File: config.mk
export PLATFORM = sky130hd
export DESIGN_NAME = text_line_number_escape_filter_top_flat
export DESIGN_NICKNAME = d
export VERILOG_FILES = /design/src/rtl/tlef_pkg.sv /design/src/rtl/tlef_if.sv /design/src/rtl/tlef_front.sv /design/src/rtl/tlef_queue.sv /design/src/rtl/tlef_back.sv /design/src/rtl/text_line_number_escape_filter_top.sv /design/src/flat_wrapper.sv
export VERILOG_INCLUDE_DIRS = /design/src /design/src/rtl
export SDC_FILE = /design/constraint.sdc
export NUM_CORES = 1
export LEC_CHECK = 0
export ABC_AREA = 1
export BUFFER_PORTS_ARGS = -buffer_cell sky130_fd_sc_hd__buf_4
export CAP_MARGIN = 20
export CELL_PAD_IN_SITES_DETAIL_PLACEMENT = 1
export CELL_PAD_IN_SITES_GLOBAL_PLACEMENT = 1
export CORE_MARGIN = 2
export CORE_UTILIZATION = 45
export DETAILED_ROUTE_END_ITERATION = 16
export HOLD_SLACK_MARGIN = 0.12
export PLACE_DENSITY = 0.74
export RECOVER_POWER = 100
export SLEW_MARGIN = 20
export SYNTH_ARGS = -nofsm -noshare
export SYNTH_HDL_FRONTEND = slang
export SYNTH_SLANG_ARGS = --single-unit
File: constraint.sdc
create_clock -name clk -period 6.65 [get_ports clk]
set_input_delay 1.995 -clock clk [delete_from_list [all_inputs] [get_ports clk]]
set_output_delay 1.995 -clock clk [all_outputs]
set_load 0.05 [all_outputs]
File: src/rtl/text_line_number_escape_filter_top_assert.svh
// Assertion macros for the text filter block.
// Used by the queue and back-end modules; compiled out under SYNTHESIS.
`ifndef TEXT_LINE_NUMBER_ESCAPE_FILTER_TOP_ASSERT_SVH
`define TEXT_LINE_NUMBER_ESCAPE_FILTER_TOP_ASSERT_SVH
`ifndef SYNTHESIS
`define TLEF_ASSERT(lbl, clk_i, rst_i, prop) \
  lbl: assert property (@(posedge clk_i) disable iff (rst_i) prop) \
    else $error("tlef: assertion failed");
`define TLEF_ASSERT_NEXT(lbl, clk_i, rst_i, ante, cons) \
  lbl: assert property (@(posedge clk_i) disable iff (rst_i) (ante) |=> (cons)) \
    else $error("tlef: assertion failed");
`else
`define TLEF_ASSERT(lbl, clk_i, rst_i, prop)
`define TLEF_ASSERT_NEXT(lbl, clk_i, rst_i, ante, cons)
`endif
`endif

File: src/rtl/tlef_pkg.sv
// Shared types and constants of the text filter block.
// No dependencies.
package tlef_pkg;

  localparam int NUMBER_DIGITS_DEF = 8;
  localparam int QUEUE_DEPTH_DEF   = 4;
  localparam int MIN_WIDTH         = 6;

  localparam int CFG_IDX_W  = 3;
  localparam int CFG_DATA_W = 2;

  typedef enum logic [CFG_IDX_W-1:0] {
    REG_NUMBER_MODE      = 3'd0,
    REG_SHOW_ENDS        = 3'd1,
    REG_SQUEEZE_BLANK    = 3'd2,
    REG_SHOW_TABS        = 3'd3,
    REG_SHOW_NONPRINTING = 3'd4
  } reg_idx_t;

  localparam logic [1:0] NUM_OFF = 2'd0;

  localparam logic [7:0] CH_TAB         = 8'h09;
  localparam logic [7:0] CH_NL          = 8'h0A;
  localparam logic [7:0] CH_SPACE       = 8'h20;
  localparam logic [7:0] CH_FIRST_PRINT = 8'h20;
  localparam logic [7:0] CH_DOLLAR      = 8'h24;
  localparam logic [7:0] CH_ZERO        = 8'h30;
  localparam logic [7:0] CH_QMARK       = 8'h3F;
  localparam logic [7:0] CH_I           = 8'h49;
  localparam logic [7:0] CH_CARET       = 8'h5E;
  localparam logic [7:0] CH_DEL         = 8'h7F;
  localparam logic [7:0] CTRL_BIT       = 8'h40;

  typedef struct packed {
    logic [1:0] number_mode;
    logic       show_ends;
    logic       squeeze_blank;
    logic       show_tabs;
    logic       show_nonprinting;
  } cfg_t;

  // Body of one request: optional number prefix flag, then one or two bytes.
  typedef struct packed {
    logic       has_num;
    logic       two;
    logic [7:0] b0;
    logic [7:0] b1;
  } body_t;

endpackage

File: src/rtl/tlef_if.sv
// Channel interfaces of the text filter block: text in, filtered out, config.
// Depends on tlef_pkg.
interface tlef_text_if;
  logic       valid;
  logic       ready;
  logic [7:0] in_byte;
  logic       file_start;
  modport source (output valid, in_byte, file_start, input ready);
  modport sink   (input valid, in_byte, file_start, output ready);
endinterface

interface tlef_out_if;
  logic       valid;
  logic       ready;
  logic [7:0] out_byte;
  logic       last_of_run;
  modport source (output valid, out_byte, last_of_run, input ready);
  modport sink   (input valid, out_byte, last_of_run, output ready);
endinterface

interface tlef_cfg_if;
  logic                           valid;
  logic                           ready;
  logic [tlef_pkg::CFG_IDX_W-1:0]  index;
  logic [tlef_pkg::CFG_DATA_W-1:0] data;
  modport source (output valid, index, data, input ready);
  modport sink   (input valid, index, data, output ready);
endinterface

File: src/rtl/tlef_front.sv
// Front end: accepts text bytes, tracks line state and the BCD line counter,
// classifies each byte into a queue entry. Depends on tlef_pkg, tlef_if.
module tlef_front #(
  parameter int NUMBER_DIGITS = tlef_pkg::NUMBER_DIGITS_DEF,
  parameter int DIGW          = $clog2(NUMBER_DIGITS)
) (
  input  logic                       clk,
  input  logic                       rst,
  input  tlef_pkg::cfg_t             ctrl,
  tlef_text_if.sink                  text,
  output logic                       push_valid,
  input  logic                       push_ready,
  output tlef_pkg::body_t            push_body,
  output logic [4*NUMBER_DIGITS-1:0] push_digits,
  output logic [DIGW-1:0]            push_msd
);

  logic                       at_line_start;
  logic                       prev_line_blank;
  logic [4*NUMBER_DIGITS-1:0] line_number;
  logic [DIGW-1:0]            msd;

  logic                       is_nl, is_tab, is_del, als, plb, plb_next, drop, do_num, grow;
  logic [4*NUMBER_DIGITS-1:0] num_cur, num_inc;
  logic [DIGW-1:0]            msd_cur, msd_inc;
  logic [NUMBER_DIGITS-1:0]   is9;
  logic [NUMBER_DIGITS:0]     carry;
  logic                       accept;

  assign is_nl  = text.in_byte == tlef_pkg::CH_NL;
  assign is_tab = text.in_byte == tlef_pkg::CH_TAB;
  assign is_del = text.in_byte == tlef_pkg::CH_DEL;

  // new file restores the reset line state before the byte is handled
  assign als     = text.file_start | at_line_start;
  assign plb     = !text.file_start & prev_line_blank;
  assign num_cur = text.file_start ? '0 : line_number;
  assign msd_cur = text.file_start ? '0 : msd;

  assign drop     = als && ctrl.squeeze_blank && is_nl && plb;
  assign plb_next = (als && ctrl.squeeze_blank) ? is_nl : plb;
  // mode bit 1 selects non-blank lines only
  assign do_num   = als && (ctrl.number_mode != tlef_pkg::NUM_OFF) &&
                    (!ctrl.number_mode[1] || !is_nl);

  always_comb begin
    carry[0] = 1'b1;
    grow     = 1'b1;
    for (int i = 0; i < NUMBER_DIGITS; i++) begin
      is9[i]       = num_cur[4*i +: 4] == 4'd9;
      carry[i+1]   = carry[i] & is9[i];
      num_inc[4*i +: 4] = carry[i] ? (is9[i] ? 4'd0 : num_cur[4*i +: 4] + 4'd1)
                                   : num_cur[4*i +: 4];
      if ((DIGW'(i) <= msd_cur) && !is9[i]) begin
        grow = 1'b0;
      end
    end
    if (!grow) begin
      msd_inc = msd_cur;
    end else if (msd_cur == DIGW'(NUMBER_DIGITS - 1)) begin
      msd_inc = '0;
    end else begin
      msd_inc = msd_cur + 1'b1;
    end
  end

  always_comb begin
    push_body         = '0;
    push_body.has_num = do_num;
    push_body.b0      = text.in_byte;
    push_body.b1      = text.in_byte;
    if (is_nl) begin
      if (ctrl.show_ends) begin
        push_body.b0  = tlef_pkg::CH_DOLLAR;
        push_body.two = 1'b1;
      end
    end else if (is_tab) begin
      if (ctrl.show_tabs) begin
        push_body.b0  = tlef_pkg::CH_CARET;
        push_body.b1  = tlef_pkg::CH_I;
        push_body.two = 1'b1;
      end
    end else if (ctrl.show_nonprinting && (text.in_byte < tlef_pkg::CH_FIRST_PRINT || is_del)) begin
      push_body.b0  = tlef_pkg::CH_CARET;
      push_body.b1  = is_del ? tlef_pkg::CH_QMARK : (text.in_byte | tlef_pkg::CTRL_BIT);
      push_body.two = 1'b1;
    end
  end

  assign push_digits = num_inc;
  assign push_msd    = msd_inc;
  assign push_valid  = text.valid && !drop;
  assign text.ready  = push_ready;
  assign accept      = text.valid && push_ready;

  always_ff @(posedge clk) begin
    if (rst) begin
      at_line_start   <= 1'b1;
      prev_line_blank <= 1'b0;
      line_number     <= '0;
      msd             <= '0;
    end else if (accept) begin
      at_line_start   <= is_nl;
      prev_line_blank <= plb_next;
      line_number     <= (do_num && !drop) ? num_inc : num_cur;
      msd             <= (do_num && !drop) ? msd_inc : msd_cur;
    end
  end

endmodule

File: src/rtl/tlef_queue.sv
// Short FIFO between front and back end.
// Depends on tlef_pkg and the assertion header.
`include "text_line_number_escape_filter_top_assert.svh"
module tlef_queue #(
  parameter int WIDTH = 8,
  parameter int DEPTH = tlef_pkg::QUEUE_DEPTH_DEF
) (
  input  logic             clk,
  input  logic             rst,
  input  logic             push_valid,
  output logic             push_ready,
  input  logic [WIDTH-1:0] push_data,
  output logic             head_valid,
  input  logic             pop,
  output logic [WIDTH-1:0] head_data
);

  localparam int PTR_W = (DEPTH > 1) ? $clog2(DEPTH) : 1;
  localparam int CNT_W = $clog2(DEPTH + 1);

  logic [WIDTH-1:0] slots [DEPTH];
  logic [PTR_W-1:0] wr_ptr, rd_ptr;
  logic [CNT_W-1:0] count;
  logic             do_push, do_pop;

  assign push_ready = count != CNT_W'(DEPTH);
  assign head_valid = count != '0;
  assign head_data  = slots[rd_ptr];
  assign do_push    = push_valid && push_ready;
  assign do_pop     = pop && head_valid;

  always_ff @(posedge clk) begin
    if (do_push) begin
      slots[wr_ptr] <= push_data;
    end
  end

  always_ff @(posedge clk) begin
    if (rst) begin
      wr_ptr <= '0;
      rd_ptr <= '0;
      count  <= '0;
    end else begin
      if (do_push) begin
        wr_ptr <= (wr_ptr == PTR_W'(DEPTH - 1)) ? '0 : wr_ptr + 1'b1;
      end
      if (do_pop) begin
        rd_ptr <= (rd_ptr == PTR_W'(DEPTH - 1)) ? '0 : rd_ptr + 1'b1;
      end
      if (do_push && !do_pop) begin
        count <= count + 1'b1;
      end else if (do_pop && !do_push) begin
        count <= count - 1'b1;
      end
    end
  end

  `TLEF_ASSERT(q_count_bound, clk, rst, count <= CNT_W'(DEPTH))
  `TLEF_ASSERT_NEXT(q_push_grows, clk, rst, do_push && !do_pop, count == $past(count) + 1'b1)

endmodule

File: src/rtl/tlef_back.sv
// Back end: walks one queue entry per request, emitting prefix pad, digits,
// tab and body bytes into the output register. Depends on tlef_pkg, tlef_if.
`include "text_line_number_escape_filter_top_assert.svh"
module tlef_back #(
  parameter int NUMBER_DIGITS = tlef_pkg::NUMBER_DIGITS_DEF,
  parameter int DIGW          = $clog2(NUMBER_DIGITS)
) (
  input  logic                       clk,
  input  logic                       rst,
  input  logic                       head_valid,
  input  tlef_pkg::body_t            head_body,
  input  logic [4*NUMBER_DIGITS-1:0] head_digits,
  input  logic [DIGW-1:0]            head_msd,
  output logic                       pop,
  tlef_out_if.source                 filtered
);

  localparam int CNT_W = (DIGW > 3) ? DIGW : 3;

  typedef enum logic [5:0] {
    ST_START = 6'b000001,
    ST_PAD   = 6'b000010,
    ST_DIGIT = 6'b000100,
    ST_TAB   = 6'b001000,
    ST_BODY0 = 6'b010000,
    ST_BODY1 = 6'b100000
  } back_st_t;

  back_st_t         st, st_next, cur_st;
  logic [CNT_W-1:0] cnt, cnt_next, cur_cnt, pad, msd_ext;
  logic             out_valid, can_load, adv, last_n;
  logic [7:0]       byte_n;
  logic [3:0]       digit;

  assign can_load = !out_valid || filtered.ready;
  assign adv      = head_valid && can_load;
  assign msd_ext  = CNT_W'(head_msd);
  assign pad      = (head_msd < DIGW'(tlef_pkg::MIN_WIDTH - 1))
                    ? CNT_W'(tlef_pkg::MIN_WIDTH - 1) - msd_ext : '0;
  assign digit    = head_digits[4*cur_cnt[DIGW-1:0] +: 4];

  always_comb begin
    cur_st  = st;
    cur_cnt = cnt;
    if (st == ST_START) begin
      if (!head_body.has_num) begin
        cur_st  = ST_BODY0;
        cur_cnt = '0;
      end else if (pad != '0) begin
        cur_st  = ST_PAD;
        cur_cnt = pad;
      end else begin
        cur_st  = ST_DIGIT;
        cur_cnt = msd_ext;
      end
    end
  end

  always_comb begin
    st_next  = ST_START;
    cnt_next = '0;
    byte_n   = head_body.b0;
    last_n   = 1'b0;
    unique case (cur_st)
      ST_PAD: begin
        byte_n = tlef_pkg::CH_SPACE;
        if (cur_cnt == CNT_W'(1)) begin
          st_next  = ST_DIGIT;
          cnt_next = msd_ext;
        end else begin
          st_next  = ST_PAD;
          cnt_next = cur_cnt - 1'b1;
        end
      end
      ST_DIGIT: begin
        byte_n = tlef_pkg::CH_ZERO + {4'd0, digit};
        if (cur_cnt == '0) begin
          st_next = ST_TAB;
        end else begin
          st_next  = ST_DIGIT;
          cnt_next = cur_cnt - 1'b1;
        end
      end
      ST_TAB: begin
        byte_n  = tlef_pkg::CH_TAB;
        st_next = ST_BODY0;
      end
      ST_BODY0: begin
        byte_n = head_body.b0;
        last_n = !head_body.two;
        if (head_body.two) begin
          st_next = ST_BODY1;
        end
      end
      ST_BODY1: begin
        byte_n = head_body.b1;
        last_n = 1'b1;
      end
      default: begin
        st_next = ST_START;
      end
    endcase
  end

  assign pop                = adv && last_n;
  assign filtered.valid     = out_valid;

  always_ff @(posedge clk) begin
    if (rst) begin
      st        <= ST_START;
      cnt       <= '0;
      out_valid <= 1'b0;
    end else begin
      if (adv) begin
        st  <= st_next;
        cnt <= cnt_next;
      end
      if (can_load) begin
        out_valid <= adv;
      end
    end
  end

  always_ff @(posedge clk) begin
    if (adv) begin
      filtered.out_byte    <= byte_n;
      filtered.last_of_run <= last_n;
    end
  end

  `TLEF_ASSERT(bk_digit_in_range, clk, rst,
               (adv && cur_st == ST_DIGIT) |-> (cur_cnt[DIGW-1:0] <= head_msd))
  `TLEF_ASSERT_NEXT(bk_pop_restarts, clk, rst, pop, st == ST_START && out_valid)

endmodule

File: src/rtl/text_line_number_escape_filter_top.sv
// Text filter top level: config registers, front end, queue, back end.
// Depends on tlef_pkg, tlef_if, tlef_front, tlef_queue, tlef_back.
//
// Usage:
//   text     : input bytes (in_byte, file_start); accepted on valid && ready.
//   filtered : output bytes (out_byte, last_of_run); last_of_run marks the
//              final byte produced by one input byte. Dropped blank lines
//              produce nothing.
//   cfg      : register writes (index, data), always ready; write only while
//              idle.
// With the back end idle, an accepted input byte is written into the queue and
// its first output byte is then loaded into the output register. Throughput:
// one output byte per cycle while the queue holds entries and the receiver is
// ready, set by the back-end sequencer; a plain byte gives one output byte, a
// numbered line start adds a max(6, digits) + 1 byte prefix, caret and dollar forms add one.
// A queue of QUEUE_DEPTH entries sits between front and back end.
// Reset: all options off, counter zero, at line start, outputs empty.
// Receiver stall: the output register holds its byte, the queue fills, then
// text.ready drops until the back end drains.
module text_line_number_escape_filter_top #(
  parameter int NUMBER_DIGITS = tlef_pkg::NUMBER_DIGITS_DEF,
  parameter int QUEUE_DEPTH   = tlef_pkg::QUEUE_DEPTH_DEF
) (
  input  logic       clk,
  input  logic       rst,
  tlef_text_if.sink  text,
  tlef_out_if.source filtered,
  tlef_cfg_if.sink   cfg
);

  localparam int DIGW    = $clog2(NUMBER_DIGITS);
  localparam int ENTRY_W = $bits(tlef_pkg::body_t) + 4*NUMBER_DIGITS + DIGW;

  tlef_pkg::cfg_t             ctrl;
  logic                       push_valid, push_ready, head_valid, pop;
  tlef_pkg::body_t            push_body, head_body;
  logic [4*NUMBER_DIGITS-1:0] push_digits, head_digits;
  logic [DIGW-1:0]            push_msd, head_msd;
  logic [ENTRY_W-1:0]         push_data, head_data;

  assign cfg.ready = 1'b1;

  always_ff @(posedge clk) begin
    if (rst) begin
      ctrl <= '0;
    end else if (cfg.valid) begin
      unique case (tlef_pkg::reg_idx_t'(cfg.index))
        tlef_pkg::REG_NUMBER_MODE:      ctrl.number_mode      <= cfg.data[1:0];
        tlef_pkg::REG_SHOW_ENDS:        ctrl.show_ends        <= cfg.data[0];
        tlef_pkg::REG_SQUEEZE_BLANK:    ctrl.squeeze_blank    <= cfg.data[0];
        tlef_pkg::REG_SHOW_TABS:        ctrl.show_tabs        <= cfg.data[0];
        tlef_pkg::REG_SHOW_NONPRINTING: ctrl.show_nonprinting <= cfg.data[0];
        default: ;
      endcase
    end
  end

  tlef_front #(
    .NUMBER_DIGITS(NUMBER_DIGITS),
    .DIGW         (DIGW)
  ) u_front (
    .clk        (clk),
    .rst        (rst),
    .ctrl       (ctrl),
    .text       (text),
    .push_valid (push_valid),
    .push_ready (push_ready),
    .push_body  (push_body),
    .push_digits(push_digits),
    .push_msd   (push_msd)
  );

  assign push_data = {push_body, push_digits, push_msd};

  tlef_queue #(
    .WIDTH(ENTRY_W),
    .DEPTH(QUEUE_DEPTH)
  ) u_queue (
    .clk       (clk),
    .rst       (rst),
    .push_valid(push_valid),
    .push_ready(push_ready),
    .push_data (push_data),
    .head_valid(head_valid),
    .pop       (pop),
    .head_data (head_data)
  );

  assign {head_body, head_digits, head_msd} = head_data;

  tlef_back #(
    .NUMBER_DIGITS(NUMBER_DIGITS),
    .DIGW         (DIGW)
  ) u_back (
    .clk        (clk),
    .rst        (rst),
    .head_valid (head_valid),
    .head_body  (head_body),
    .head_digits(head_digits),
    .head_msd   (head_msd),
    .pop        (pop),
    .filtered   (filtered)
  );

endmodule
File: src/flat_wrapper.sv
// flat-port wrapper written by rule: the top's interface ports become plain ports
module text_line_number_escape_filter_top_flat 
#(
  parameter int NUMBER_DIGITS = tlef_pkg::NUMBER_DIGITS_DEF,
  parameter int QUEUE_DEPTH   = tlef_pkg::QUEUE_DEPTH_DEF
)
  (clk, rst, text_valid, text_in_byte, text_file_start, text_ready, filtered_valid, filtered_out_byte, filtered_last_of_run, filtered_ready, cfg_valid, cfg_index, cfg_data, cfg_ready);
  tlef_text_if text_i ();
  tlef_out_if filtered_i ();
  tlef_cfg_if cfg_i ();
  input  logic clk;
  input  logic rst;
  input wire logic [$bits(text_i.valid)-1:0] text_valid;
  input wire logic [$bits(text_i.in_byte)-1:0] text_in_byte;
  input wire logic [$bits(text_i.file_start)-1:0] text_file_start;
  output wire logic [$bits(text_i.ready)-1:0] text_ready;
  output wire logic [$bits(filtered_i.valid)-1:0] filtered_valid;
  output wire logic [$bits(filtered_i.out_byte)-1:0] filtered_out_byte;
  output wire logic [$bits(filtered_i.last_of_run)-1:0] filtered_last_of_run;
  input wire logic [$bits(filtered_i.ready)-1:0] filtered_ready;
  input wire logic [$bits(cfg_i.valid)-1:0] cfg_valid;
  input wire logic [$bits(cfg_i.index)-1:0] cfg_index;
  input wire logic [$bits(cfg_i.data)-1:0] cfg_data;
  output wire logic [$bits(cfg_i.ready)-1:0] cfg_ready;
  assign text_i.valid = text_valid;
  assign text_i.in_byte = text_in_byte;
  assign text_i.file_start = text_file_start;
  assign text_ready = text_i.ready;
  assign filtered_valid = filtered_i.valid;
  assign filtered_out_byte = filtered_i.out_byte;
  assign filtered_last_of_run = filtered_i.last_of_run;
  assign filtered_i.ready = filtered_ready;
  assign cfg_i.valid = cfg_valid;
  assign cfg_i.index = cfg_index;
  assign cfg_i.data = cfg_data;
  assign cfg_ready = cfg_i.ready;
  text_line_number_escape_filter_top #(.NUMBER_DIGITS(NUMBER_DIGITS), .QUEUE_DEPTH(QUEUE_DEPTH)) u_core (.clk(clk), .rst(rst), .text(text_i), .filtered(filtered_i), .cfg(cfg_i));
endmodule
==> results by stage <==
Clocking:
- The total of hold buffers inserted after clock tree synthesis is 0.
- The number of gates given a new drive strength after cts is 0.
- For this design, the sink count on the clock tree is 283.
- No sink is reached through more buffers than the 3 on the longest clock path.
- The CTS tree is yes.
- The buffer cell driving the clock tree root is sky130_fd_sc_hd__clkbuf_16.
- Clock-pin slew was measured on the worst setup and hold paths at 0.06 ns.
- The number of clock buffers inserted by TritonCTS is 31.
- Once the clock tree was built, the setup fixing pass inserted 0 buffers.
- The number of levels the H-tree was split into is 1.
- The worst-skew pair later-pin latency is 0.56 ns.

Setup path:
- The type of origin of the critical path is an input pin.
- The critical path starts at text_file_start.
- At the worst endpoint, the required time is 7.10 ns.
- The worst register-to-register path ends at u_core.u_back.cnt[2].
- The category of the most critical setup path is input pin to flop.
- The worst register-to-register path has a depth of 19.
- The largest fanout on the critical path is 28.
- The capture point of the critical path is u_core.u_front.line_number[23].
- The arrival time of the worst setup path is 5.75 ns.
- The flop-to-flop setup slack is 1.93 ns.
- STA classifies the critical path endpoint as a flop.

Pwr:
- The analysis attributes to cell leakage a power of 5.636 nW.
- The power density over cell area is 384.1 mW/mm2.
- Summing internal, switching and leakage power gives 5.647 mW.
- The maximum vdd ir drop is 0.1997 mV.

Route:
- The vias per cell is 5.581.
- For this block, the initial DRC count from the detailed router was 745.
- The routed design has 35150 um of wire.
- For this run, design rule violations remaining after detail routing come to 0.
- Once detail routing completed, the nets flagged for antenna violations numbered 0.
- The first TritonRoute pass finished after 4 iterations.
- The detailed router placed 9962 vias in this run.
- After detailed routing, the average wire length per cell comes to 19.69 um.

Placement:
- Buffers placed on the I/O ports in this run total 29.
- The half-perimeter wire length after placement is 22820 um.
- At the end of routability-driven placement, the weighted congestion stood at 0.7921.

Timing:
- At the pin with the least slew margin, the transition time is 2.474 ns.
- The max-slew violation count was 43.
- The worst pin sits at a relative slew slack of -64.96%.
- The final critical path takes up 79.58% of the cycle.
- Setup violations remaining at the end of the flow were counted as 0.
- The hold violation total from the final report was 0.
- The worst path needs 5.292 ns of the cycle, external delays included.
- For the final routed database, the setup TNS stands at 0 ns.
- Between clock sinks in the finished design, the worst skew comes to 0.01437 ns.
- Derived from the worst setup path, the maximum achievable clock frequency is 189.0 MHz.
- Setup repair after global routing left no endpoint under its margin.

Synthesis:
- The count of cell types in the netlist is 52.
- In the synthesized netlist, the cells that appear most often are sky130_fd_sc_hd__nand2_1 (335), sky130_fd_sc_hd__edfxtp_1 (221), sky130_fd_sc_hd__a21oi_1 (129).
- The net count after synthesis is 1403.
- The most common cell in the synthesized netlist is sky130_fd_sc_hd__nand2_1.
- In this run the cell area of the synthesized design comes to 0.01332 mm2.
- The part of the Yosys area used for sequential elements is 59.13%.
- After synthesis the netlist holds a flip-flop and latch count of 283.
- The synthesized instance count is 1370.
- The biggest area contributor in the post-synthesis netlist is sky130_fd_sc_hd__edfxtp_1.
- Averaged over all synthesized cells, the footprint is 9.725 um2.
- Of all flip-flops after synthesis, the portion carrying an async set or reset was 0%.
- Summing the areas of all compound-gate instances in the mapped netlist gives 13.08% of the synthesized area.
- Sorting the synthesized cells by area gives the leading types as sky130_fd_sc_hd__edfxtp_1 (50%), sky130_fd_sc_hd__nand2_1 (9.4%), sky130_fd_sc_hd__dfxtp_1 (9.3%).
- Of the post-synthesis cell area, the dominant cell type holds 49.81%.
- The XOR/XNOR share of the synthesized area is 0.7137%.
- The synthesized design contains 221 enable-type register cells.
- Of the total synthesized cell area, the portion taken by full adders, half adders and majority gates is 1.371%.
- Among all flip-flop cells after synthesis, the most frequent one is sky130_fd_sc_hd__edfxtp_1.
- Yosys printed 0 warnings.
- After synthesis, the largest family of logic cells by area is simple AND/OR/NAND/NOR gates.
- After synthesis, the share of cell area in mux cells is 0%.
- The post-synthesis share of cell area spent on and, or, nand and nor gates is 19.94%.

Floorplan:
- For this configuration, the core starts out at a cell density of 46.04%.
- The die area is 0.03100 mm2.
- The die span in x is 176.1 um.
- The region available for standard cell placement spans 0.02894 mm2.
- For this design the top-level I/O count stands at 31.
- The die is 176.1 um tall.
- The initialized floorplan defines 62 standard-cell rows.

Final layout:
- Cells with a size suffix above 1 make up 8.286% of the layout.
- The area added between synthesis and finish is 10.37%.
- The layout net count is 1408.

Min path:
- The class of the most critical hold timing path is flop to flop.
- The worst hold path was traced through 2 stages.

Run status:
- The final reports fail on capacitance limit, slew limit.
- The run finished, with violations left.

GRT:
- Across every metal layer, demand over resource in global routing totals 22.93%.
- The number of global-route vias before repair is 10300.
- The initial antenna violation count is 0.
- The residual overflow from global routing is 0.
- Entering global routing, the biggest net connects 76 pins.
- The first global-routing pass estimated 56030 um of wire.

Run:
- The tool flagged a number of max-cap violations equal to 1.
[flip-flops by register name (all words and copies together) (netlist names), named ones only]
register	count
u_core.u_queue.count	3
u_core.u_back.cnt	3
u_core.u_back.filtered.out_byte	8
u_core.u_back.filtered.valid	1
u_core.u_back.st	6
u_core.u_queue.slots	212
u_core.u_queue.wr_ptr	2
u_core.u_queue.rd_ptr	2
u_core.u_front.at_line_start	1
u_core.ctrl	6
u_core.u_front.msd	3
u_core.u_front.line_number	32
u_core.u_front.prev_line_blank	1
u_core.u_back.filtered.last_of_run	1
[cell families after synthesis]
family	count (synthesis)
xor gates and xnor gates	10
buffers and inverters	181
and+or+nand+nor	586
other	1
DFF	283
AOI/OAI and AO/OA	295
adders and majority gates	14
[layout by cell type (no fill, tap or decap), types with 3 or more instances in the layout]
cell                        synthesis  final
sky130_fd_sc_hd__inv_6              1      3
sky130_fd_sc_hd__dfxtp_1           62     61
sky130_fd_sc_hd__o21ai_0           79     89
sky130_fd_sc_hd__inv_2              6      4
sky130_fd_sc_hd__nor3_1            13     14
sky130_fd_sc_hd__a21oi_1          129    131
sky130_fd_sc_hd__inv_1            100    101
sky130_fd_sc_hd__bufinv_16          0      6
sky130_fd_sc_hd__nand2_2           17     12
sky130_fd_sc_hd__a32o_1            35     35
sky130_fd_sc_hd__nand4_1           24     24
sky130_fd_sc_hd__nor2_2             8      6
sky130_fd_sc_hd__o21ai_1           16      6
sky130_fd_sc_hd__nand3_2            5      3
sky130_fd_sc_hd__buf_4              4     22
sky130_fd_sc_hd__nor2_1            84     89
sky130_fd_sc_hd__o22ai_1           12     12
sky130_fd_sc_hd__nor2_4             7      5
sky130_fd_sc_hd__clkbuf_1          48     29
sky130_fd_sc_hd__ha_1              13     13
sky130_fd_sc_hd__a31oi_1            4      3
sky130_fd_sc_hd__clkinv_2           0      6
sky130_fd_sc_hd__nand3b_1           3      3
sky130_fd_sc_hd__o211ai_1           7      7
sky130_fd_sc_hd__clkbuf_8           0      3
sky130_fd_sc_hd__nand3_1           76     79
sky130_fd_sc_hd__xor2_1             8      9
sky130_fd_sc_hd__clkbuf_16          0     31
sky130_fd_sc_hd__edfxtp_1         221    221
sky130_fd_sc_hd__nand2_1          335    342
[layout make-up]
class / count / area (um2)
flip-flops and latches: 283 / 7881
diodes: 1 / 2.502
well taps: 384 / 480.5
multi-input cells: 906 / 4569
clock buffers: 43 / 850.8
inverters: 109 / 415.4
repair buffers: 44 / 267.8
fillers: 3256 / 14230
clock inverters: 15 / 236.5
[metal layers]
layer	wire, um	global-route usage (%)
met1	16260	31.93
met5	0	0
met2	16820	38.38
met3	1452	2.993
met4	619	5.234
[report_power, final]
part / switching (mW) / internal [mW]
combinational: 1.13 / 0.419
clock: 0.695 / 1.13
sequential: 0.110 / 2.17
[how the worst min path moves through the flow]
stage / start / to
floorplan: u_core.ctrl[3] / u_core.ctrl[3]
global route: u_core.u_front.line_number[20] / u_core.u_front.line_number[20]
CTS: u_core.u_front.line_number[28] / u_core.u_front.line_number[28]
finish: u_core.u_front.line_number[28] / u_core.u_front.line_number[28]
global placement: u_core.u_front.line_number[19] / u_core.u_front.line_number[19]
detailed placement: u_core.u_front.line_number[28] / u_core.u_front.line_number[28]
[worst max-delay path, stage by stage]
cell and delay (ns):
sky130_fd_sc_hd__buf_4 0.20, sky130_fd_sc_hd__clkinvlp_2 0.77, sky130_fd_sc_hd__nand2_1 0.47, sky130_fd_sc_hd__nor2_1 0.30
sky130_fd_sc_hd__nand2_4 0.12, sky130_fd_sc_hd__nor2_8 0.20, sky130_fd_sc_hd__nand2_1 0.16, sky130_fd_sc_hd__nor2_1 0.23
sky130_fd_sc_hd__nand2_1 0.19, sky130_fd_sc_hd__o21ai_0 0.76, sky130_fd_sc_hd__o21ai_0 0.17, sky130_fd_sc_hd__a21oi_1 0.15
[through the flow]
stage / hold WS [ns] / setup WS [ns] / cells / util [%] / cell area (um2)
after global routing: 0.4900 / 1.036 / 1784 / 50.81 / 14700
final: 0.4639 / 1.358 / 1785 / 50.82 / 14700
after detailed placement: 0.4574 / 1.964 / 1725 / 47.80 / 13830
after CTS: 0.4665 / 2.389 / 1783 / 51.56 / 14920
after floorplan: 0.4237 / 1.324 / 1370 / - / 13320
after global placement: 0.4527 / 2.039 / 1725 / 47.80 / 13830
Note: power is estimated with default switching activity, not from simulation.
